<file path="src/design/efq_pkg.sv">
`timescale 1ns / 1ps
package efq_pkg;

  // Fixed widths of the word fields.
  localparam int ACTION_W = 2;
  localparam int CODE_W   = 5;
  localparam int SUB_W    = 3;
  localparam int STATUS_W = 2;
  localparam int COUNT_W  = 3;

  typedef enum logic [ACTION_W-1:0] {
    ACT_REGISTER = 2'd0,
    ACT_SEND     = 2'd1,
    ACT_RECEIVE  = 2'd2,
    ACT_NOP      = 2'd3
  } action_t;

  typedef enum logic [STATUS_W-1:0] {
    STAT_OK       = 2'd0,
    STAT_NO_SLOT  = 2'd1,
    STAT_EMPTY    = 2'd2,
    STAT_OVERFLOW = 2'd3
  } status_t;

  typedef enum logic [2:0] {
    S_IDLE,
    S_EXEC,
    S_SLOT_RD,
    S_SLOT_PUSH,
    S_POP_RD,
    S_FINISH
  } state_t;

  // Commands from the controller to the datapath.
  typedef struct packed {
    logic load;
    logic reg_write;
    logic slot_read;
    logic slot_push;
    logic pop_read;
    logic emit;
  } cmd_t;

  // Status from the datapath to the controller.
  typedef struct packed {
    action_t action;
    logic    walk_more;
    logic    last_slot;
    logic    can_pop;
    logic    out_free;
  } dp_sts_t;

endpackage

</file>
<file path="src/design/efq_req_if.sv">
`timescale 1ns / 1ps
interface efq_req_if import efq_pkg::*; ();
  logic                valid;
  logic                ready;
  logic [ACTION_W-1:0] action;
  logic [CODE_W-1:0]   event_code;
  logic [SUB_W-1:0]    subscriber;

  modport source (output valid, output action, output event_code, output subscriber,
                  input ready);
  modport sink (input valid, input action, input event_code, input subscriber,
                output ready);
endinterface

</file>
<file path="src/design/efq_rsp_if.sv">
`timescale 1ns / 1ps
interface efq_rsp_if import efq_pkg::*; ();
  logic                valid;
  logic                ready;
  logic [STATUS_W-1:0] status;
  logic [CODE_W-1:0]   event_out;
  logic [COUNT_W-1:0]  delivered;

  modport source (output valid, output status, output event_out, output delivered,
                  input ready);
  modport sink (input valid, input status, input event_out, input delivered,
                output ready);
endinterface

</file>
<file path="src/design/event_fanout_queues_core.sv">
`timescale 1ns / 1ps
// Publish-subscribe event router. Each request word is a register, send,
// receive or no-op action and yields exactly one response word. A register
// goes from S_EXEC to S_FINISH, a receive passes through S_POP_RD when the
// subscriber queue holds an event, and a send walks the filled subscription
// slots of the event, where each slot costs one owner table read (S_SLOT_RD)
// followed by one queue write (S_SLOT_PUSH). A full subscriber queue drops the
// event for that subscriber only and the send reports overflow. The core works
// on one word at a time; a finished response sits in an output register and is
// held until taken. No clearing pass is needed after reset.
module event_fanout_queues_core import efq_pkg::*; #(
  parameter int NUM_EVENTS      = 32,
  parameter int SLOTS_PER_EVENT = 4,
  parameter int QUEUE_DEPTH     = 16,
  parameter int NUM_SUBSCRIBERS = 8
) (
  input  logic      clk,
  input  logic      rst,
  efq_req_if.sink   req,
  efq_rsp_if.source rsp
);

  cmd_t    cmd;
  dp_sts_t sts;
  logic    req_ready;

  assign req.ready = req_ready;

  // Sequencer.
  efq_ctrl u_ctrl (
    .clk       (clk),
    .rst       (rst),
    .req_valid (req.valid),
    .req_ready (req_ready),
    .sts       (sts),
    .cmd       (cmd)
  );

  // Tables, queues and response register.
  efq_dp #(
    .NUM_EVENTS      (NUM_EVENTS),
    .SLOTS_PER_EVENT (SLOTS_PER_EVENT),
    .QUEUE_DEPTH     (QUEUE_DEPTH),
    .NUM_SUBSCRIBERS (NUM_SUBSCRIBERS)
  ) u_dp (
    .clk        (clk),
    .rst        (rst),
    .req_action (req.action),
    .req_code   (req.event_code),
    .req_sub    (req.subscriber),
    .cmd        (cmd),
    .sts        (sts),
    .rsp        (rsp)
  );

endmodule

</file>
<file path="src/design/efq_ctrl.sv">
`timescale 1ns / 1ps
module efq_ctrl import efq_pkg::*; (
  input  logic    clk,
  input  logic    rst,
  input  logic    req_valid,
  output logic    req_ready,
  input  dp_sts_t sts,
  output cmd_t    cmd
);

  state_t state;
  state_t state_next;

  // State register.
  always_ff @(posedge clk) begin
    if (rst) begin
      state <= S_IDLE;
    end else begin
      state <= state_next;
    end
  end

  // Next state.
  always_comb begin
    state_next = state;
    case (state)
      S_IDLE: begin
        if (req_valid) state_next = S_EXEC;
      end
      S_EXEC: begin
        case (sts.action)
          ACT_SEND:    state_next = sts.walk_more ? S_SLOT_RD : S_FINISH;
          ACT_RECEIVE: state_next = sts.can_pop ? S_POP_RD : S_FINISH;
          default:     state_next = S_FINISH;
        endcase
      end
      S_SLOT_RD:   state_next = S_SLOT_PUSH;
      S_SLOT_PUSH: state_next = sts.last_slot ? S_FINISH : S_SLOT_RD;
      S_POP_RD:    state_next = S_FINISH;
      S_FINISH: begin
        if (sts.out_free) state_next = S_IDLE;
      end
      default:     state_next = S_IDLE;
    endcase
  end

  // Outputs.
  always_comb begin
    cmd       = '0;
    req_ready = 1'b0;
    case (state)
      S_IDLE: begin
        req_ready = 1'b1;
        cmd.load  = req_valid;
      end
      S_EXEC: begin
        cmd.reg_write = (sts.action == ACT_REGISTER);
      end
      S_SLOT_RD:   cmd.slot_read = 1'b1;
      S_SLOT_PUSH: cmd.slot_push = 1'b1;
      S_POP_RD:    cmd.pop_read = 1'b1;
      S_FINISH:    cmd.emit = sts.out_free;
      default:     cmd = '0;
    endcase
  end

endmodule

</file>
<file path="src/design/efq_dp.sv">
`timescale 1ns / 1ps
module efq_dp import efq_pkg::*; #(
  parameter int NUM_EVENTS      = 32,
  parameter int SLOTS_PER_EVENT = 4,
  parameter int QUEUE_DEPTH     = 16,
  parameter int NUM_SUBSCRIBERS = 8
) (
  input  logic                clk,
  input  logic                rst,
  input  logic [ACTION_W-1:0] req_action,
  input  logic [CODE_W-1:0]   req_code,
  input  logic [SUB_W-1:0]    req_sub,
  input  cmd_t                cmd,
  output dp_sts_t             sts,
  efq_rsp_if.source           rsp
);

  // Only codes and subscribers that the word fields can name get storage.
  localparam int EV_USED  = (NUM_EVENTS < (1 << CODE_W)) ? NUM_EVENTS : (1 << CODE_W);
  localparam int SUB_USED = (NUM_SUBSCRIBERS < (1 << SUB_W)) ? NUM_SUBSCRIBERS : (1 << SUB_W);
  localparam int EW       = (EV_USED > 1) ? $clog2(EV_USED) : 1;
  localparam int SW       = (SUB_USED > 1) ? $clog2(SUB_USED) : 1;
  localparam int CW       = $clog2(SLOTS_PER_EVENT + 1);
  localparam int IW       = (SLOTS_PER_EVENT > 1) ? $clog2(SLOTS_PER_EVENT) : 1;
  localparam int SLOT_CNT = EV_USED * SLOTS_PER_EVENT;
  localparam int SAW      = (SLOT_CNT > 1) ? $clog2(SLOT_CNT) : 1;
  localparam int PW       = $clog2(QUEUE_DEPTH);
  localparam int QENT     = SUB_USED * QUEUE_DEPTH;
  localparam int QAW      = (QENT > 1) ? $clog2(QENT) : 1;
  localparam logic [COUNT_W-1:0] COUNT_MAX = '1;

  // Latched word and walk state.
  action_t            act_q;
  logic [CODE_W-1:0]  code_q;
  logic [SUB_W-1:0]   sub_q;
  logic [CW-1:0]      idx;
  logic [SW-1:0]      owner_q;
  logic [CODE_W-1:0]  qdata;
  logic               popped;
  status_t            status_q;
  logic [COUNT_W-1:0] deliv_q;

  // Subscription fill counts and queue pointers.
  logic [CW-1:0] fill [EV_USED];
  logic [PW-1:0] rp   [SUB_USED];
  logic [PW-1:0] wp   [SUB_USED];

  // Owner table and queue storage.
  logic [SW-1:0]     owner_mem [SLOT_CNT];
  logic [CODE_W-1:0] queue_mem [QENT];

  // Result register.
  logic                out_valid;
  logic [STATUS_W-1:0] out_status;
  logic [CODE_W-1:0]   out_event;
  logic [COUNT_W-1:0]  out_deliv;

  logic          code_ok;
  logic          sub_ok;
  logic [EW-1:0] ev_idx;
  logic [SW-1:0] sb_idx;
  logic [CW-1:0] fill_cur;
  logic          room;
  logic [PW-1:0] wp_own;
  logic          full;
  logic          out_free;

  function automatic logic [SAW-1:0] slot_addr(input logic [EW-1:0] e,
                                               input logic [IW-1:0] i);
    slot_addr = SAW'(e) * SAW'(SLOTS_PER_EVENT) + SAW'(i);
  endfunction

  function automatic logic [QAW-1:0] queue_addr(input logic [SW-1:0] s,
                                                input logic [PW-1:0] p);
    queue_addr = QAW'(s) * QAW'(QUEUE_DEPTH) + QAW'(p);
  endfunction

  function automatic logic [PW-1:0] ring_next(input logic [PW-1:0] p);
    ring_next = ((32'(p) + 1) >= QUEUE_DEPTH) ? '0 : p + PW'(1);
  endfunction

  // Decode of the latched word.
  assign code_ok  = 32'(code_q) < NUM_EVENTS;
  assign sub_ok   = 32'(sub_q) < NUM_SUBSCRIBERS;
  assign ev_idx   = code_q[EW-1:0];
  assign sb_idx   = sub_q[SW-1:0];
  assign fill_cur = fill[ev_idx];
  assign room     = code_ok && sub_ok && (fill_cur < CW'(SLOTS_PER_EVENT));
  assign wp_own   = wp[owner_q];
  assign full     = ring_next(wp_own) == rp[owner_q];
  assign out_free = !out_valid || rsp.ready;

  // Status toward the controller.
  assign sts.action    = act_q;
  assign sts.walk_more = code_ok && (idx < fill_cur);
  assign sts.last_slot = (idx + CW'(1)) == fill_cur;
  assign sts.can_pop   = sub_ok && (rp[sb_idx] != wp[sb_idx]);
  assign sts.out_free  = out_free;

  // Fill counts, pointers and result valid.
  always_ff @(posedge clk) begin
    if (rst) begin
      out_valid <= 1'b0;
      for (int e = 0; e < EV_USED; e++) begin
        fill[e] <= '0;
      end
      for (int s = 0; s < SUB_USED; s++) begin
        rp[s] <= '0;
        wp[s] <= '0;
      end
    end else begin
      if (cmd.reg_write && room) fill[ev_idx] <= fill_cur + CW'(1);
      if (cmd.slot_push && !full) wp[owner_q] <= ring_next(wp_own);
      if (cmd.pop_read) rp[sb_idx] <= ring_next(rp[sb_idx]);
      if (cmd.emit) begin
        out_valid <= 1'b1;
      end else if (rsp.ready) begin
        out_valid <= 1'b0;
      end
    end
  end

  // Word capture and result accumulation.
  always_ff @(posedge clk) begin
    if (cmd.load) begin
      act_q   <= action_t'(req_action);
      code_q  <= req_code;
      sub_q   <= req_sub;
      idx     <= '0;
      deliv_q <= '0;
      popped  <= 1'b0;
      case (action_t'(req_action))
        ACT_REGISTER: status_q <= STAT_NO_SLOT;
        ACT_RECEIVE:  status_q <= STAT_EMPTY;
        default:      status_q <= STAT_OK;
      endcase
    end
    if (cmd.reg_write && room) status_q <= STAT_OK;
    if (cmd.slot_push) begin
      idx <= idx + CW'(1);
      if (full) begin
        status_q <= STAT_OVERFLOW;
      end else if (deliv_q != COUNT_MAX) begin
        deliv_q <= deliv_q + COUNT_W'(1);
      end
    end
    if (cmd.pop_read) begin
      popped   <= 1'b1;
      status_q <= STAT_OK;
    end
    if (cmd.emit) begin
      out_status <= status_q;
      out_event  <= popped ? qdata : '0;
      out_deliv  <= deliv_q;
    end
  end

  // Owner table: written on register, read once per walked slot.
  always_ff @(posedge clk) begin
    if (cmd.reg_write && room) owner_mem[slot_addr(ev_idx, fill_cur[IW-1:0])] <= sb_idx;
    if (cmd.slot_read) owner_q <= owner_mem[slot_addr(ev_idx, idx[IW-1:0])];
  end

  // Queue storage: written on a push that fits, read on a pop.
  always_ff @(posedge clk) begin
    if (cmd.slot_push && !full) queue_mem[queue_addr(owner_q, wp_own)] <= code_q;
    if (cmd.pop_read) qdata <= queue_mem[queue_addr(sb_idx, rp[sb_idx])];
  end

  assign rsp.valid     = out_valid;
  assign rsp.status    = out_status;
  assign rsp.event_out = out_event;
  assign rsp.delivered = out_deliv;

endmodule
</file>
<file path="src/flat_wrapper.sv">
// flat-port wrapper written by rule: the top's interface ports become plain ports
module event_fanout_queues_core_flat import efq_pkg::*;
#(
  parameter int NUM_EVENTS      = 32,
  parameter int SLOTS_PER_EVENT = 4,
  parameter int QUEUE_DEPTH     = 16,
  parameter int NUM_SUBSCRIBERS = 8
)
  (clk, rst, req_valid, req_action, req_event_code, req_subscriber, req_ready, rsp_valid, rsp_status, rsp_event_out, rsp_delivered, rsp_ready);
  efq_req_if req_i ();
  efq_rsp_if rsp_i ();
  input  logic clk;
  input  logic rst;
  input wire logic [$bits(req_i.valid)-1:0] req_valid;
  input wire logic [$bits(req_i.action)-1:0] req_action;
  input wire logic [$bits(req_i.event_code)-1:0] req_event_code;
  input wire logic [$bits(req_i.subscriber)-1:0] req_subscriber;
  output wire logic [$bits(req_i.ready)-1:0] req_ready;
  output wire logic [$bits(rsp_i.valid)-1:0] rsp_valid;
  output wire logic [$bits(rsp_i.status)-1:0] rsp_status;
  output wire logic [$bits(rsp_i.event_out)-1:0] rsp_event_out;
  output wire logic [$bits(rsp_i.delivered)-1:0] rsp_delivered;
  input wire logic [$bits(rsp_i.ready)-1:0] rsp_ready;
  assign req_i.valid = req_valid;
  assign req_i.action = req_action;
  assign req_i.event_code = req_event_code;
  assign req_i.subscriber = req_subscriber;
  assign req_ready = req_i.ready;
  assign rsp_valid = rsp_i.valid;
  assign rsp_status = rsp_i.status;
  assign rsp_event_out = rsp_i.event_out;
  assign rsp_delivered = rsp_i.delivered;
  assign rsp_i.ready = rsp_ready;
  event_fanout_queues_core #(.NUM_EVENTS(NUM_EVENTS), .SLOTS_PER_EVENT(SLOTS_PER_EVENT), .QUEUE_DEPTH(QUEUE_DEPTH), .NUM_SUBSCRIBERS(NUM_SUBSCRIBERS)) u_core (.clk(clk), .rst(rst), .req(req_i), .rsp(rsp_i));
endmodule
</file>
<file path="config.mk">
export PLATFORM = sky130hd
export DESIGN_NAME = event_fanout_queues_core_flat
export DESIGN_NICKNAME = d
export VERILOG_FILES = /design/src/design/efq_pkg.sv /design/src/design/efq_req_if.sv /design/src/design/efq_rsp_if.sv /design/src/design/event_fanout_queues_core.sv /design/src/design/efq_ctrl.sv /design/src/design/efq_dp.sv /design/src/flat_wrapper.sv
export SDC_FILE = /design/constraint.sdc
export NUM_CORES = 2
export LEC_CHECK = 0
export ABC_AREA = 1
export BUFFER_PORTS_ARGS = -buffer_cell sky130_fd_sc_hd__buf_4
export CAP_MARGIN = 40
export CORE_ASPECT_RATIO = 0.5
export CORE_MARGIN = 10
export CORE_UTILIZATION = 64
export CTS_CLUSTER_SIZE = 8
export DETAILED_ROUTE_END_ITERATION = 6
export MAX_ROUTING_LAYER = met4
export PLACE_DENSITY_LB_ADDON = 0.25
export REMOVE_ABC_BUFFERS = 1
export SLEW_MARGIN = 20
export SYNTH_ARGS = -nofsm -noshare
export SYNTH_HDL_FRONTEND = slang
export SYNTH_SLANG_ARGS = --single-unit
</file>
<file path="constraint.sdc">
create_clock -name clk -period 4.5 [get_ports clk]
set_input_delay 0 -clock clk [delete_from_list [all_inputs] [get_ports clk]]
set_output_delay 0 -clock clk [all_outputs]
set_load 0.01 [all_outputs]
</file>
# Word level (Yosys, flattened, before mapping)
# Memories as Yosys holds them, arrays and structs flattened. A register that Yosys moved wholly into a read port is not among the register bits.
# Cells that the tools add are included.
[op_classes]
n_addsub = 11
mul = 0
n_div = 0
order_cmp = 4
n_eq_ne = 14
shift = 0
n_mux = 54
bitwise_logic = 0
n_reduce_logical = 14
[op_table]
columns = ["cell", "n"]
rows = [
  ["3-bit two-way mux", 15],
  ["1-bit two-way mux", 26],
  ["3-bit one-hot mux with 6 select lines", 1],
  ["4-bit two-way mux", 4],
  ["7-bit by 2-bit adder with 7-bit output", 2],
  ["7-bit by 4-bit adder with 7-bit output", 2],
  ["4-bit by 1-bit adder with 5-bit output, second input constant", 2],
  ["5-bit greater-or-equal comparator, second input constant", 2],
  ["5-bit two-way mux", 2],
  ["3-bit by 1-bit adder with 3-bit output, second input constant", 3],
  ["4-bit by 1-bit adder with 4-bit output, second input constant", 2],
  ["2-bit two-way mux", 4],
  ["4-bit OR reduction", 2],
  ["3-bit by 2-bit == test with 1-bit output, second input constant", 2],
  ["3-bit == test, second input constant", 2],
  ["3-bit one-hot mux with 2 select lines", 1],
  ["2-bit == test, second input constant", 2],
  ["4-bit == test", 1],
  ["2-bit zero test", 2],
  ["2-bit inequality test, second input constant", 2],
  ["4-bit inequality test", 1],
  ["2-bit one-hot mux with 2 select lines", 1],
  ["2-bit nonzero test", 2],
  ["3-bit by 1-bit == test with 1-bit output, second input constant", 1],
  ["11 further kinds", 13],
]
[totals]
ff_bits = 33
latchBits = 0
ramBits = 1184
rom_bits = 0
input_bits = 14
output_inout_bits = 12
n_memories = 5
[memory_table]
columns = ["name", "words", "width", "rd", "rd_clocked_by_memory_dff", "wr", "line", "rtl"]
rows = [
  ["u_core.u_dp.queue_mem", 128, 5, 1, 1, 1, "efq_dp.sv:50", "logic [CODE_W-1:0] queue_mem [QENT];"],
  ["u_core.u_dp.owner_mem", 128, 3, 1, 1, 1, "efq_dp.sv:49", "logic [SW-1:0] owner_mem [SLOT_CNT];"],
  ["u_core.u_dp.fill", 32, 3, 1, 1, 32, "efq_dp.sv:44", "logic [CW-1:0] fill [EV_USED];"],
  ["u_core.u_dp.rp", 8, 4, 2, 1, 8, "efq_dp.sv:45", "logic [PW-1:0] rp [SUB_USED];"],
  ["u_core.u_dp.wp", 8, 4, 2, 1, 8, "efq_dp.sv:46", "logic [PW-1:0] wp [SUB_USED];"],
]

# Logic depth before layout (Yosys ltp)
# An unclocked memory read counts as a cell.
[logic_depth]
ltp_word = 12
mapped_depth = 26
ltp_nobuf = 24

# Cells and area by module
# A second synthesis with hierarchy kept.
[hier_totals]
hier_cells = 5096
hier_area_um2 = 54955.2
[modules_own_cells]
columns = ["mod", "n_inst", "cells_each", "area_per_inst_um2", "seq_area_each_um2"]
rows = [
  ["efq_dp", 1, 5043, 54649.9, 36785.3],
  ["efq_ctrl", 1, 53, 305.3, 60.1],
]

# Least setup slack after synthesis
# No wires, ideal clock.
[synth_path]
kind = "flip-flop to flip-flop"
startpoint = "reg u_core.u_dp.code_q[0]"
endpoint = "reg u_core.u_dp.owner_q[1] (read register of u_core.u_dp.owner_mem), data pin"
t_arrival_ps = 3303
path_slack_ps = 1067
stages_incl_launch_ff = 10
path_buffers = 1
path_cell_list = "edfxtp_1 inv_1 nor2_1 clkbuf_1 nand2_1 nand4_1 o21ai_0 a41oi_1 nor2_1 nand2_1"
[synth_between]
elab_chain_len = 1
[synth_rtl]
columns = ["item", "line", "rtl"]
rows = [
  ["start, declared", "efq_dp.sv:34", "logic [CODE_W-1:0] code_q;"],
  ["start signal, assigned", "efq_dp.sv:127", "code_q <= req_code;"],
  ["7-bit by 2-bit adder with 7-bit output", "efq_dp.sv:70", "slot_addr = SAW'(e) * SAW'(SLOTS_PER_EVENT) + SAW'(i);"],
  ["end, declared", "efq_dp.sv:37", "logic [SW-1:0] owner_q;"],
]
# No other way between the ends.
# A chain may end at the register's enable or synchronous reset.

# Final worst setup path
[layout_path]
startpoint = "reg u_core.u_dp.owner_q[0] (read register of u_core.u_dp.owner_mem)"
endpoint = "mem u_core.u_dp.queue_mem[31][3] (enable)"
[layout_between]
elab_chain_len = 9
word_cells_on_any_way = 12
[layout_rtl]
columns = ["item", "line", "rtl"]
rows = [
  ["memory read 8 x 4 bit", "-", ""],
  ["4-bit by 1-bit adder with 5-bit output", "efq_dp.sv:79", "ring_next = ((32'(p) + 1) >= QUEUE_DEPTH) ? '0 : p + PW'(1);"],
  ["5-bit greater-or-equal comparator", "efq_dp.sv:79", ""],
  ["4-bit two-way mux", "efq_dp.sv:79", ""],
  ["4-bit == test", "efq_dp.sv:90", "assign full = ring_next(wp_own) == rp[owner_q];"],
  ["1-bit zero test", "efq_dp.sv:166", "if (cmd.slot_push && !full) queue_mem[queue_addr(owner_q, wp_own)] <= code_q;"],
  ["1-bit logical AND", "efq_dp.sv:166", ""],
  ["1-bit two-way mux", "efq_dp.sv:166", ""],
  ["1-bit two-way mux (implied by the code)", "efq_dp.sv:166", ""],
  ["end, declared", "efq_dp.sv:50", ""],
]
# Parallel ways exist; a longest one is shown, timed or not.

==> reports/metrics.csv <==
metric,value,unit
"most used cell, CP",nand2_1,
VDD IR-drop max,0.503,mV
number of cell rows,75,
"antenna viol nets, final",0,
largest delay contributor family on the critical path,simple AND/OR/NAND/NOR gates,
"top cells by count, synth","nand2_1 (1469), edfxtp_1 (1215), nor2_1 (701), inv_1 (589), nand3_1 (585)",
largest net degree at the start of global routing,195,
"Avg Cell Area, Syn",10.1,um2
multiplexer share of the synthesized area,0,
initial antenna violation count,0,
HPWL after DPL,85.7,mm
Post-Place Setup Slack,0.467,ns
Max stage delay on crit path,0.77,ns
"Data arrival, critical path",4.50,ns
"Slew Viols, Final",0,
CTS buffer count,172,
Final Setup Violations,0,
Ant. Diodes,0,
CTS max path bufs,3,
Ys Warns,0,
I/O pins,26,
Synth async-reset ratio,0,
crit end category,flip-flop,
clock skew,0.0316,ns
htree depth,4,
Via density,6.00,
slew margin rel.,0.423,
RSZ-0062 raised after global routing,false,
Finished Core Util,0.725,
CP startpoint,u_core.u_dp.owner_q[0],
HP Start,req_event_code[3],
Initial Utilization,0.648,
top post-synthesis cells by area,"edfxtp_1 (67%), nand2_1 (10%), nand3_1 (5.4%)",
Worst-Margin Slew,0.862,ns
register area share after synthesis,0.676,
GPL Wtd Cong,0.914,
Synth Area in Simple Gates,0.215,
WL final,141,mm
fmax,244,MHz
number of global-route vias before repair,37800,
root buf cell,clkbuf_16,
Overall Global Routing Usage,0.292,
Synth Register Bits,1233,
final worst slack,0.404,ns
Detailed Routing Iterations Pass 1,7,
mapped cell area,0.0545,mm2
startpoint types,flip-flop,
fin area,0.0609,mm2
clk sinks,1233,
crit path time final,4.10,ns
DR iter-0 viols,5662,
worst r2r src,u_core.u_dp.owner_q[0],
number of synthesized flops with an enable pin,1215,
CP max FO,20,
largest area contributor in the netlist,edfxtp_1,
Tot Pwr,39.1,mW
crit share post-route,0.910,
cell count after synthesis,5377,
Lkg Pwr,23.9,nW
max-cap check violation count,0,
Compound-Gate Fraction of Synth Area,0.0419,
Vias,39400,
CTS resizes,0,
Synth cell types,38,
most common cell in the netlist,nand2_1,
DR WL/cell,21.4,um
slowest CP cell,edfxtp_1,
# nets final,5458,
die width,433,um
flop2flop setup slack,0.40,ns
CP cell instances,"nand2_1, o21ai_1, nand2_1, nand2_1, nand2_1, nand2_2, ha_1, nand3b_1, nand2_2, nand2_1, nand2_1, nand3_1, nor2_2, a21oi_4, nand2_4, nor2_1",
die height,226,um
share of post-route cells with drive strength above 1,0.0704,
core area,0.0841,mm2
WS Path Type,reg2reg,
Post-Synth XOR/XNOR Area,0.000482,
Adder-Cell Fraction of Synth Area,0.00276,
clock latency at the later pin of the worst-skew pair,0.78,ns
placed cell area,0.0561,mm2
grt ovf,0,
power density of the placed cells,642,mW/mm2
port bufs,25,
DRC viols,0,
global-route wire length before repair,213,mm
Syn-to-layout area delta,11.8,%
CP bufs+invs,0,
setup bufs post-CTS,0,
Clock transition at path regs,0.05,ns
Required @ worst endpoint,4.90,ns
share of the synthesized area in the top cell type,0.669,
Main synth FF type,edfxtp_1,
worst min path class,in2reg,
largest family of logic cells by synthesized area,simple AND/OR/NAND/NOR gates,
Final Hold Fails,0,
status,"complete, no violations",
CTS tree,done,
die area,0.0979,mm2
==> layer usage <==
layer | vias to the layer above | track usage | part of all wire
met1 | 18600 | 0.381 | 0.39
met2 | 2444 | 0.455 | 0.46
met3 | 373 | 0.0565 | 0.11
li1 | 18000 | - | -
met4 | 0 | 0.116 | 0.035
met5 | - | - | 0
==> where the power goes <==
part	internal, mW	leakage (nW)	switching, mW
combinational	3.81	10.4	10.4
clock	6.82	2.24	4.55
sequential	13.4	11.3	0.180
==> tightest hold or removal path, cell delays in order <==
cell and delay, ns:
dlygate4sd3_1 0.53, buf_4 0.13, nand2_1 0.05, o21ai_0 0.05
==> what timing repair did <==
item / in CTS / in global routing
endpoints found under the setup margin: 0 / 0
endpoints found under the hold margin: 117 / 0
hold buffers: 20 / 0
==> path summary, 6_finish.rpt <==
kind	cells after the start	to
min reg2reg	0	u_core.u_dp.rsp.status[0]
min	4	flip-flop
max	16	u_core.u_dp.queue_mem[31][3]
max reg2reg	16	u_core.u_dp.queue_mem[31][3]
==> logic make-up after synthesis <==
| kind of cell | Yosys count |
|---|---|
| adders and majority gates | 12 |
| DFF | 1233 |
| and+or+nand+nor | 2843 |
| buffers and inverters | 879 |
| xor gates and xnor gates | 3 |
| AOI/OAI and AO/OA | 407 |
==> sequential cells by signal (all words and copies together), names as in the netlist, 5 cells and up, named ones only <==
| register | flops |
|---|---|
| u_core.u_dp.code_q | 5 |
| u_core.u_dp.fill | 96 |
| u_core.u_dp.owner_mem | 384 |
| u_core.u_dp.qdata | 5 |
| u_core.u_dp.queue_mem | 640 |
| u_core.u_dp.rp | 32 |
| u_core.u_dp.rsp.event_out | 5 |
| u_core.u_dp.wp | 32 |
==> placed cells by master, fill, tap and decap left out, types with 16 or more instances in the layout <==
cell and instances:
nand4_1 28, o21ai_0 241, nand2_4 16, nand3_1 585, buf_4 115, nand2_1 1461
clkbuf_16 174, nor2_1 695, dfxtp_1 18, inv_1 586, nand3b_1 23, a21oi_1 19
edfxtp_1 1215, o22ai_1 99, dlygate4sd3_1 20
==> cell type report <==
| type | instances | area, um2 |
|---|---|---|
| clock inverters | 14 | 179 |
| flip-flops and latches | 1233 | 36800 |
| multi-input cells | 3265 | 14300 |
| well taps | 1116 | 1400 |
| repair buffers | 164 | 1610 |
| clock buffers | 186 | 4400 |
| inverters | 596 | 2240 |
| fillers | 5649 | 23100 |
==> through the flow <==
step / hold slack (ns) / std cells / setup TNS, ns
global route: 0.0374 / 6574 / 0
global placement: 0.190 / 6331 / 0
detailed placement: 0.192 / 6347 / 0
floorplan: 0.0691 / 5094 / -546.01
CTS: 0.000408 / 6567 / 0
finish: 0.0269 / 6574 / 0
Power figures use the tool's default switching activity.
